**src/sv/ohlcv_pkg.sv**
```systemverilog
// ----------------------------------------------------------------------------
// OHLCV bar aggregator package
// Shared widths, reset values, register indexes and the divider status type.
// ----------------------------------------------------------------------------
package ohlcv_pkg;

  localparam int TIME_BITS_DEF   = 48;
  localparam int PRICE_BITS_DEF  = 48;
  localparam int COUNT_BITS_DEF  = 16;

  localparam int VOL_IN_BITS     = 48;
  localparam int VOL_SUM_BITS    = 64;
  localparam int INTERVAL_BITS   = 17;
  localparam int MIN_TICKS_BITS  = 8;

  // Milliseconds per second, and the widest interval in milliseconds:
  // (2^17 - 1) * 1000 < 2^27.
  localparam int MS_PER_SEC      = 1000;
  localparam int IMS_BITS        = 27;

  localparam logic [INTERVAL_BITS-1:0]  INTERVAL_RESET  = INTERVAL_BITS'(60);
  localparam logic [MIN_TICKS_BITS-1:0] MIN_TICKS_RESET = MIN_TICKS_BITS'(3);

  localparam int CFG_IDX_BITS    = 1;
  localparam int CFG_DATA_BITS   = INTERVAL_BITS;

  typedef enum logic [CFG_IDX_BITS-1:0] {
    CFG_INTERVAL  = 1'b0,
    CFG_MIN_TICKS = 1'b1
  } cfg_idx_t;

  typedef enum logic {
    FUNC_TICK = 1'b0,
    FUNC_READ = 1'b1
  } func_t;

  // Status of the serial remainder unit.
  typedef struct packed {
    logic busy;
    logic done;
  } div_stat_t;

endpackage

```
**src/sv/ohlcv_mod_div.sv**
```systemverilog
// ----------------------------------------------------------------------------
// OHLCV serial remainder unit
// Restoring division, one dividend bit per cycle, keeping only the remainder.
// ----------------------------------------------------------------------------
module ohlcv_mod_div #(
  parameter int TIME_BITS = ohlcv_pkg::TIME_BITS_DEF
) (
  input  logic                          clk,
  input  logic                          rst_n,
  input  logic                          start,
  input  logic [TIME_BITS-1:0]          dividend,
  input  logic [ohlcv_pkg::IMS_BITS-1:0] divisor,
  output logic [ohlcv_pkg::IMS_BITS-1:0] rem,
  output ohlcv_pkg::div_stat_t          stat
);
  import ohlcv_pkg::*;

  localparam int CNT_W = $clog2(TIME_BITS + 1);

  logic [TIME_BITS-1:0] num_r, num_nxt;
  logic [IMS_BITS-1:0]  den_r, den_nxt;
  logic [IMS_BITS-1:0]  rem_r, rem_nxt;
  logic [CNT_W-1:0]     cnt_r, cnt_nxt;
  logic                 busy_r, busy_nxt;
  logic                 done_r, done_nxt;
  logic [IMS_BITS:0]    trial;

  // The partial remainder stays below the divisor, so the shifted trial value
  // stays below twice the divisor and a single subtract restores it.
  assign trial = {rem_r, num_r[TIME_BITS-1]};

  always_comb begin
    num_nxt  = num_r;
    den_nxt  = den_r;
    rem_nxt  = rem_r;
    cnt_nxt  = cnt_r;
    busy_nxt = busy_r;
    done_nxt = 1'b0;
    if (start) begin
      num_nxt  = dividend;
      den_nxt  = divisor;
      rem_nxt  = '0;
      cnt_nxt  = CNT_W'(TIME_BITS);
      busy_nxt = 1'b1;
    end else if (busy_r) begin
      num_nxt = {num_r[TIME_BITS-2:0], 1'b0};
      if (trial >= {1'b0, den_r}) begin
        rem_nxt = IMS_BITS'(trial - {1'b0, den_r});
      end else begin
        rem_nxt = trial[IMS_BITS-1:0];
      end
      cnt_nxt = cnt_r - CNT_W'(1);
      if (cnt_r == CNT_W'(1)) begin
        busy_nxt = 1'b0;
        done_nxt = 1'b1;
      end
    end
  end

  always_ff @(posedge clk) begin
    if (!rst_n) begin
      busy_r <= 1'b0;
      done_r <= 1'b0;
      cnt_r  <= '0;
    end else begin
      busy_r <= busy_nxt;
      done_r <= done_nxt;
      cnt_r  <= cnt_nxt;
    end
    num_r <= num_nxt;
    den_r <= den_nxt;
    rem_r <= rem_nxt;
  end

  assign rem       = rem_r;
  assign stat.busy = busy_r;
  assign stat.done = done_r;

endmodule

```
**src/sv/ohlcv_bar_aggregator.sv**
```systemverilog
// ----------------------------------------------------------------------------
// OHLCV bar aggregator
// Groups time-ordered price ticks into interval-aligned open/high/low/close
// bars with summed volume and tick count, and answers reads of the open bar.
// ----------------------------------------------------------------------------
//
//  Channel  Direction  Handshake            Beat contents
//  in_      input      in_valid / in_stall  func, tick time, price, volume
//  out_     output     out_valid / out_stall  one bar: start, OHLC, volume,
//                                           count, sparse, snapshot
//  cfg_     input      cfg_valid / cfg_ready  register index and write data
//
//  For a tick beat, the bar start is found by a serial remainder unit that
//  retires one timestamp bit a cycle; the S_ALIGN state then aligns it and
//  the S_APPLY state updates the bar. A read beat is answered in the S_READ
//  state. Reset is synchronous and active low; it closes the open bar and
//  restores the register defaults. A stalled output holds the block only
//  when a new result must be written behind it.
//
module ohlcv_bar_aggregator #(
  parameter int TIME_BITS  = ohlcv_pkg::TIME_BITS_DEF,
  parameter int PRICE_BITS = ohlcv_pkg::PRICE_BITS_DEF,
  parameter int COUNT_BITS = ohlcv_pkg::COUNT_BITS_DEF
) (
  input  logic                               clk,
  input  logic                               rst_n,

  input  logic                               in_valid,
  output logic                               in_stall,
  input  logic                               in_func,
  input  logic [TIME_BITS-1:0]               in_tick_ms,
  input  logic [PRICE_BITS-1:0]              in_price,
  input  logic [ohlcv_pkg::VOL_IN_BITS-1:0]  in_volume,

  output logic                               out_valid,
  input  logic                               out_stall,
  output logic [TIME_BITS-1:0]               out_bar_origin_ms,
  output logic [PRICE_BITS-1:0]              out_open_price,
  output logic [PRICE_BITS-1:0]              out_high_price,
  output logic [PRICE_BITS-1:0]              out_low_price,
  output logic [PRICE_BITS-1:0]              out_close_price,
  output logic [ohlcv_pkg::VOL_SUM_BITS-1:0] out_volume_sum,
  output logic [COUNT_BITS-1:0]              out_tick_count,
  output logic                               out_sparse,
  output logic                               out_snapshot,

  input  logic                               cfg_valid,
  output logic                               cfg_ready,
  input  logic [ohlcv_pkg::CFG_IDX_BITS-1:0] cfg_index,
  input  logic [ohlcv_pkg::CFG_DATA_BITS-1:0] cfg_data
);
  import ohlcv_pkg::*;

  typedef enum logic [2:0] {
    S_IDLE,
    S_DIV,
    S_ALIGN,
    S_APPLY,
    S_READ
  } state_t;

  state_t state_r;

  // Configuration registers. The port never pushes back.
  logic [INTERVAL_BITS-1:0]  interval_r;
  logic [MIN_TICKS_BITS-1:0] min_ticks_r;

  // Captured input beat.
  logic                   func_r;
  logic [TIME_BITS-1:0]   ts_r;
  logic [PRICE_BITS-1:0]  price_r;
  logic [VOL_IN_BITS-1:0] vol_r;
  logic [TIME_BITS-1:0]   aligned_r;

  // Open bar.
  logic                    bar_active_r;
  logic [TIME_BITS-1:0]    bar_start_r;
  logic [PRICE_BITS-1:0]   bar_open_r;
  logic [PRICE_BITS-1:0]   bar_high_r;
  logic [PRICE_BITS-1:0]   bar_low_r;
  logic [PRICE_BITS-1:0]   bar_close_r;
  logic [VOL_SUM_BITS-1:0] bar_volume_r;
  logic [COUNT_BITS-1:0]   bar_count_r;

  // Output register.
  logic                    out_valid_r;
  logic [TIME_BITS-1:0]    o_start_r;
  logic [PRICE_BITS-1:0]   o_open_r;
  logic [PRICE_BITS-1:0]   o_high_r;
  logic [PRICE_BITS-1:0]   o_low_r;
  logic [PRICE_BITS-1:0]   o_close_r;
  logic [VOL_SUM_BITS-1:0] o_volume_r;
  logic [COUNT_BITS-1:0]   o_count_r;
  logic                    o_sparse_r;
  logic                    o_snapshot_r;

  logic                      in_acc;
  logic                      slot_free;
  logic                      out_load;
  logic                      div_start;
  logic [INTERVAL_BITS-1:0]  secs;
  logic [IMS_BITS-1:0]       ims;
  logic [IMS_BITS-1:0]       div_rem;
  div_stat_t                 div_stat;
  logic [VOL_SUM_BITS:0]     vol_add;
  logic                      bar_sparse;

  assign in_stall  = (state_r != S_IDLE);
  assign in_acc    = in_valid && !in_stall;
  assign cfg_ready = 1'b1;

  // The output register can take a new bar when it is empty or being drained.
  assign slot_free = !out_valid_r || !out_stall;

  // A new bar enters the output register on a read, or when a tick closes
  // the open bar by falling in a later interval.
  assign out_load  = slot_free &&
                     ((state_r == S_READ) ||
                      (state_r == S_APPLY && bar_active_r && (aligned_r > bar_start_r)));

  // An interval of zero seconds behaves as one second.
  assign secs      = (interval_r == '0) ? INTERVAL_BITS'(1) : interval_r;
  assign ims       = IMS_BITS'(secs * MS_PER_SEC);
  assign div_start = in_acc && (in_func == FUNC_TICK);

  ohlcv_mod_div #(
    .TIME_BITS (TIME_BITS)
  ) u_div (
    .clk      (clk),
    .rst_n    (rst_n),
    .start    (div_start),
    .dividend (in_tick_ms),
    .divisor  (ims),
    .rem      (div_rem),
    .stat     (div_stat)
  );

  // Volume accumulates with one carry bit so that overflow can saturate.
  assign vol_add    = {1'b0, bar_volume_r} + (VOL_SUM_BITS + 1)'(vol_r);
  assign bar_sparse = (bar_count_r < COUNT_BITS'(min_ticks_r));

  always_ff @(posedge clk) begin
    if (!rst_n) begin
      state_r      <= S_IDLE;
      interval_r   <= INTERVAL_RESET;
      min_ticks_r  <= MIN_TICKS_RESET;
      bar_active_r <= 1'b0;
      bar_start_r  <= '0;
      bar_open_r   <= '0;
      bar_high_r   <= '0;
      bar_low_r    <= '0;
      bar_close_r  <= '0;
      bar_volume_r <= '0;
      bar_count_r  <= '0;
      out_valid_r  <= 1'b0;
    end else begin
      if (cfg_valid && cfg_ready) begin
        unique case (cfg_idx_t'(cfg_index))
          CFG_INTERVAL:  interval_r  <= cfg_data[INTERVAL_BITS-1:0];
          CFG_MIN_TICKS: min_ticks_r <= cfg_data[MIN_TICKS_BITS-1:0];
          default: ;
        endcase
      end

      // A stalled beat stays put; a taken one leaves unless a new bar is
      // written below in the same cycle.
      out_valid_r <= out_load || (out_valid_r && out_stall);

      unique case (state_r)
        S_IDLE: begin
          if (in_acc) begin
            func_r  <= in_func;
            ts_r    <= in_tick_ms;
            price_r <= in_price;
            vol_r   <= in_volume;
            state_r <= (in_func == FUNC_READ) ? S_READ : S_DIV;
          end
        end

        S_DIV: begin
          if (div_stat.done) begin
            state_r <= S_ALIGN;
          end
        end

        // Bar start is the timestamp less its remainder by the interval.
        S_ALIGN: begin
          aligned_r <= ts_r - TIME_BITS'(div_rem);
          state_r   <= S_APPLY;
        end

        S_APPLY: begin
          priority if (!bar_active_r) begin
            bar_active_r <= 1'b1;
            bar_start_r  <= aligned_r;
            bar_open_r   <= price_r;
            bar_high_r   <= price_r;
            bar_low_r    <= price_r;
            bar_close_r  <= price_r;
            bar_volume_r <= VOL_SUM_BITS'(vol_r);
            bar_count_r  <= COUNT_BITS'(1);
            state_r      <= S_IDLE;
          end else if (aligned_r < bar_start_r) begin
            // A late tick belongs to a closed bar and is dropped.
            state_r <= S_IDLE;
          end else if (aligned_r > bar_start_r) begin
            // The tick opens a later bar: hand out the finished one first.
            if (slot_free) begin
              o_start_r    <= bar_start_r;
              o_open_r     <= bar_open_r;
              o_high_r     <= bar_high_r;
              o_low_r      <= bar_low_r;
              o_close_r    <= bar_close_r;
              o_volume_r   <= bar_volume_r;
              o_count_r    <= bar_count_r;
              o_sparse_r   <= bar_sparse;
              o_snapshot_r <= 1'b0;
              bar_start_r  <= aligned_r;
              bar_open_r   <= price_r;
              bar_high_r   <= price_r;
              bar_low_r    <= price_r;
              bar_close_r  <= price_r;
              bar_volume_r <= VOL_SUM_BITS'(vol_r);
              bar_count_r  <= COUNT_BITS'(1);
              state_r      <= S_IDLE;
            end
          end else begin
            if (price_r > bar_high_r) begin
              bar_high_r <= price_r;
            end
            if (price_r < bar_low_r) begin
              bar_low_r <= price_r;
            end
            bar_close_r  <= price_r;
            bar_volume_r <= vol_add[VOL_SUM_BITS] ? '1 : vol_add[VOL_SUM_BITS-1:0];
            if (bar_count_r != '1) begin
              bar_count_r <= bar_count_r + COUNT_BITS'(1);
            end
            state_r <= S_IDLE;
          end
        end

        S_READ: begin
          if (slot_free) begin
            o_snapshot_r <= 1'b1;
            if (bar_active_r) begin
              o_start_r  <= bar_start_r;
              o_open_r   <= bar_open_r;
              o_high_r   <= bar_high_r;
              o_low_r    <= bar_low_r;
              o_close_r  <= bar_close_r;
              o_volume_r <= bar_volume_r;
              o_count_r  <= bar_count_r;
              o_sparse_r <= bar_sparse;
            end else begin
              // No bar open: an empty bar, always sparse.
              o_start_r  <= '0;
              o_open_r   <= '0;
              o_high_r   <= '0;
              o_low_r    <= '0;
              o_close_r  <= '0;
              o_volume_r <= '0;
              o_count_r  <= '0;
              o_sparse_r <= 1'b1;
            end
            state_r <= S_IDLE;
          end
        end

        default: state_r <= S_IDLE;
      endcase
    end
  end

  assign out_valid         = out_valid_r;
  assign out_bar_origin_ms = o_start_r;
  assign out_open_price    = o_open_r;
  assign out_high_price    = o_high_r;
  assign out_low_price     = o_low_r;
  assign out_close_price   = o_close_r;
  assign out_volume_sum    = o_volume_r;
  assign out_tick_count    = o_count_r;
  assign out_sparse        = o_sparse_r;
  assign out_snapshot      = o_snapshot_r;

  // --------------------------------------------------------------------------
  // Assertions
  // --------------------------------------------------------------------------

  // The remainder unit only finishes while the sequencer waits for it.
  a_div_done_in_div : assert property (@(posedge clk) disable iff (!rst_n)
    div_stat.done |-> (state_r == S_DIV && func_r == FUNC_TICK))
    else $error("remainder unit finished outside the division wait");

  // The remainder unit only runs while the sequencer waits for it.
  a_div_busy_in_div : assert property (@(posedge clk) disable iff (!rst_n)
    div_stat.busy |-> (state_r == S_DIV))
    else $error("remainder unit running outside the division wait");

  // The aligned start never lies after the tick itself.
  a_aligned_le_ts : assert property (@(posedge clk) disable iff (!rst_n)
    (state_r == S_APPLY) |-> (aligned_r <= ts_r))
    else $error("aligned bar start lies after the tick timestamp");

  // An open bar always has its low at or below its high and at least one tick.
  a_bar_sane : assert property (@(posedge clk) disable iff (!rst_n)
    bar_active_r |-> (bar_low_r <= bar_high_r && bar_count_r != '0))
    else $error("open bar has an inverted range or no ticks");

  // A completed bar handed out always holds at least one tick.
  a_completed_nonempty : assert property (@(posedge clk) disable iff (!rst_n)
    (out_valid_r && !o_snapshot_r) |-> (o_count_r != '0))
    else $error("completed bar emitted with no ticks");

endmodule
```
**config.mk**
```make
export PLATFORM = sky130hd
export DESIGN_NAME = ohlcv_bar_aggregator
export DESIGN_NICKNAME = d
export VERILOG_FILES = /design/src/sv/ohlcv_pkg.sv /design/src/sv/ohlcv_mod_div.sv /design/src/sv/ohlcv_bar_aggregator.sv
export SDC_FILE = /design/constraint.sdc
export NUM_CORES = 2
export LEC_CHECK = 0
export ABC_AREA = 1
export BUFFER_PORTS_ARGS = -buffer_cell sky130_fd_sc_hd__buf_2
export CAP_MARGIN = 0
export CELL_PAD_IN_SITES_DETAIL_PLACEMENT = 0
export CELL_PAD_IN_SITES_GLOBAL_PLACEMENT = 2
export CORE_UTILIZATION = 30
export CTS_CLUSTER_SIZE = 12
export DETAILED_ROUTE_END_ITERATION = 7
export GPL_ROUTABILITY_DRIVEN = 1
export HOLD_SLACK_MARGIN = 0.02
export PLACE_DENSITY = 0.73
export SYNTH_ARGS = -nofsm -noshare
export SYNTH_HDL_FRONTEND = slang
export SYNTH_SLANG_ARGS = --single-unit
```
**constraint.sdc**
```tcl
create_clock -name clk -period 21.8 [get_ports clk]
set_input_delay 4.36 -clock clk [delete_from_list [all_inputs] [get_ports clk]]
set_output_delay 4.36 -clock clk [all_outputs]
set_load 0.1 [all_outputs]
```
==> results_dict.tcl <==
set metrics [dict create \
    grt_overflow 0 \
    firstDrtPassIters 6 \
    filler_cell_count 17500 \
    ctsHoldBuffers 0 \
    finalSetupViolations 0 \
    ir_drop_mv 0.0660 \
    p_clk_frac 0.337 \
    ant_nets 0 \
    hold_violations 0 \
    dp_slack_ps 13650 \
    grt-busiest-layer "met2" \
    async_flop_share 0 \
    cts_buffer_depth 3 \
    coreArea_sq_um 168000 \
    drt_iter0_drc 2546 \
    worstPathArrival_ps 7720 \
    final_common_cell "nand2_1" \
    start_kind "input port" \
    syn_area_sq_um 50800 \
    p_sw_mw 2.13 \
    ys_seq_area_frac 0.498 \
    cts_buffers 114 \
    drive_above_1_share 0.109 \
    grt_use_total 0.189 \
    fin_hold_ws_ps 454 \
    routed_wl_um 164000 \
    crit_family "buffers and inverters" \
    worstSetupPathDepth 6 \
    fmax_ghz 0.136 \
    crit_fanout 76 \
    areaGrowthSynthToFinish_pct 16.9 \
    boundaryPins 493 \
    synth_warnings 0 \
    die-width_um 414 \
    initial_utilization 0.303 \
    min_period_over_period 0.337 \
    remaining_drc_errors 0 \
    reg2reg_depth 15 \
    vias 40300 \
    hp-class "register to register" \
    synth-seq-cells 971 \
    design_area_sq_um 59400 \
    finalSetupTns_ps 0 \
    cts_resized 0 \
    port_buffers 491 \
    cts_tree "built" \
    dp_hpwl_um 121000 \
    finalCriticalPeriod_ps 7350 \
    met3_usage 0.0307 \
    clock-sinks 971 \
    setup_ws_ps 14450 \
    avgSynthCellArea_sq_um 8.35 \
    seq_power_share 0.383 \
    synth_cells 6085 \
    antenna_found_initial 13 \
    synth.net_count 6616 \
    p_leak_nw 25.5 \
    gp_congestion 0.873 \
    via_per_inst 4.57 \
    post_drt_wl_per_cell_um 18.6 \
    final_util 0.355 \
    slowest_delay_ps 910 \
    p_comb_frac 0.280 \
    power_mw 5.99 \
    grt_pass1_wl_um 245000 \
    h-tree-depth 3 \
    fin_skew_ps 45.1 \
    tightest_slew_ps 1160 \
    grt_start_max_net_pins 174 \
    max-cap-violations 0 \
    max_slew_margin 0.226 \
    synth_edf_count 586 \
    critPathKind "input port to register" \
    clock_latency_ps 770 \
    dieArea_sq_um 171000 \
    gr-usage-met2 0.302 \
    synth_flop_cell "edfxtp_1" \
    grt_pass1_vias 39500 \
    cts_setup_buffers 0 \
    synth_cell_types 54 \
    worstHoldPathCells 2 \
    rows 150 \
    powerDensity_nw_per_um2 101 \
    intPower_mw 3.86 \
    final_cell_mix "nand2_1 (1186), nor2_1 (1042), inv_1 (963)" \
    grtUsageMet1 0.259 \
    end_kind "register" \
    cp_common_cell "buf_4" \
    crit_chain "buf_8, o2111ai_1, a21oi_4, buf_4, buf_4, buf_4" \
    die_y_um 414 \
    placed_area_sq_um 55500 \
    maxSlewViolCount 0 \
    cts-root-buf "clkbuf_16" \
    placed_cells 8601 \
    final_cells 8820 \
    status "finished clean" \
    critPathRequiredTime_ps 22170 \
    critPathBufInv 4 \
    worst_path_max_delay_cell "buf_4" \
    switching_share 0.355 \
    rsz0062_at_grt "false" \
    nNetsFinal 7044 \
    clk_pin_slew_ps 60 \
]
power groups by stage:
stage / Combinational [mW] / Sequential (mW) / Clock (mW)
detailed placement: 1.69 / 2.33 / 0
global placement: 1.69 / 2.33 / 0
global route: 1.89 / 2.31 / 2.15
floorplan: 1.05 / 2.54 / 0
CTS: 1.70 / 2.29 / 2.08
finish: 1.68 / 2.29 / 2.02
synthesized netlist by cell type (75+ instances only):
| cell | n | area, sq um |
|---|---|---|
| a21oi_1 | 355 | 1780 |
| clkbuf_1 | 131 | 492 |
| dfxtp_1 | 385 | 7710 |
| edfxtp_1 | 586 | 17600 |
| ha_1 | 303 | 3790 |
| inv_1 | 964 | 3620 |
| nand2_1 | 1190 | 4470 |
| nand3_1 | 274 | 1370 |
| nor2_1 | 1043 | 3920 |
| o21ai_0 | 306 | 1530 |
| xnor2_1 | 75 | 657 |
layer usage:
layer	part of all wire	wire length [um]
met5	0.00020	33
met4	0.030	4980
met3	0.049	8090
met2	0.45	73900
met1	0.47	77200
tightest hold or removal path, cell delays in order (launching register included):
cell,delay (ps)
dfxtp_1,300
inv_1,60
a21oi_1,50
kinds of logic (layout without fill, tap and decap cells):
kind of cell | Yosys count | in the layout | synth area share
simple gates | 2662 | 2662 | 0.210
buf+inv | 1181 | 1710 | 0.0893
flops | 971 | 971 | 0.498
compound gates | 772 | 772 | 0.0809
fa+ha+maj | 363 | 363 | 0.0982
xor+xnor | 135 | 135 | 0.0233
other cells | 1 | 3 | 0.0000738
final timing paths:
path,from,to,slack (ps)
worst max-delay path,rst_n,out_close_price[36],14450
worst min-delay path,bar_close_r[1],bar_close_r[1],450
worst max register to register,aligned_r[31],bar_open_r[11],15980
worst min register to register,bar_close_r[1],bar_close_r[1],450
final cells by class:
| cell class | instances | area, sq um | area share |
|---|---|---|---|
| Clock inverter | 66 | 873 | 0.0147 |
| Tap cell | 2204 | 2760 | 0.0464 |
| Antenna cell | 2 | 5.00 | 0.0000842 |
| Inverter | 974 | 3670 | 0.0617 |
| Sequential cell | 971 | 25300 | 0.426 |
| Clock buffer | 151 | 3060 | 0.0515 |
| Timing Repair Buffer | 519 | 2700 | 0.0455 |
| Multi-Input combinational cell | 3933 | 21100 | 0.354 |
(Power assumes the default switching activity.)
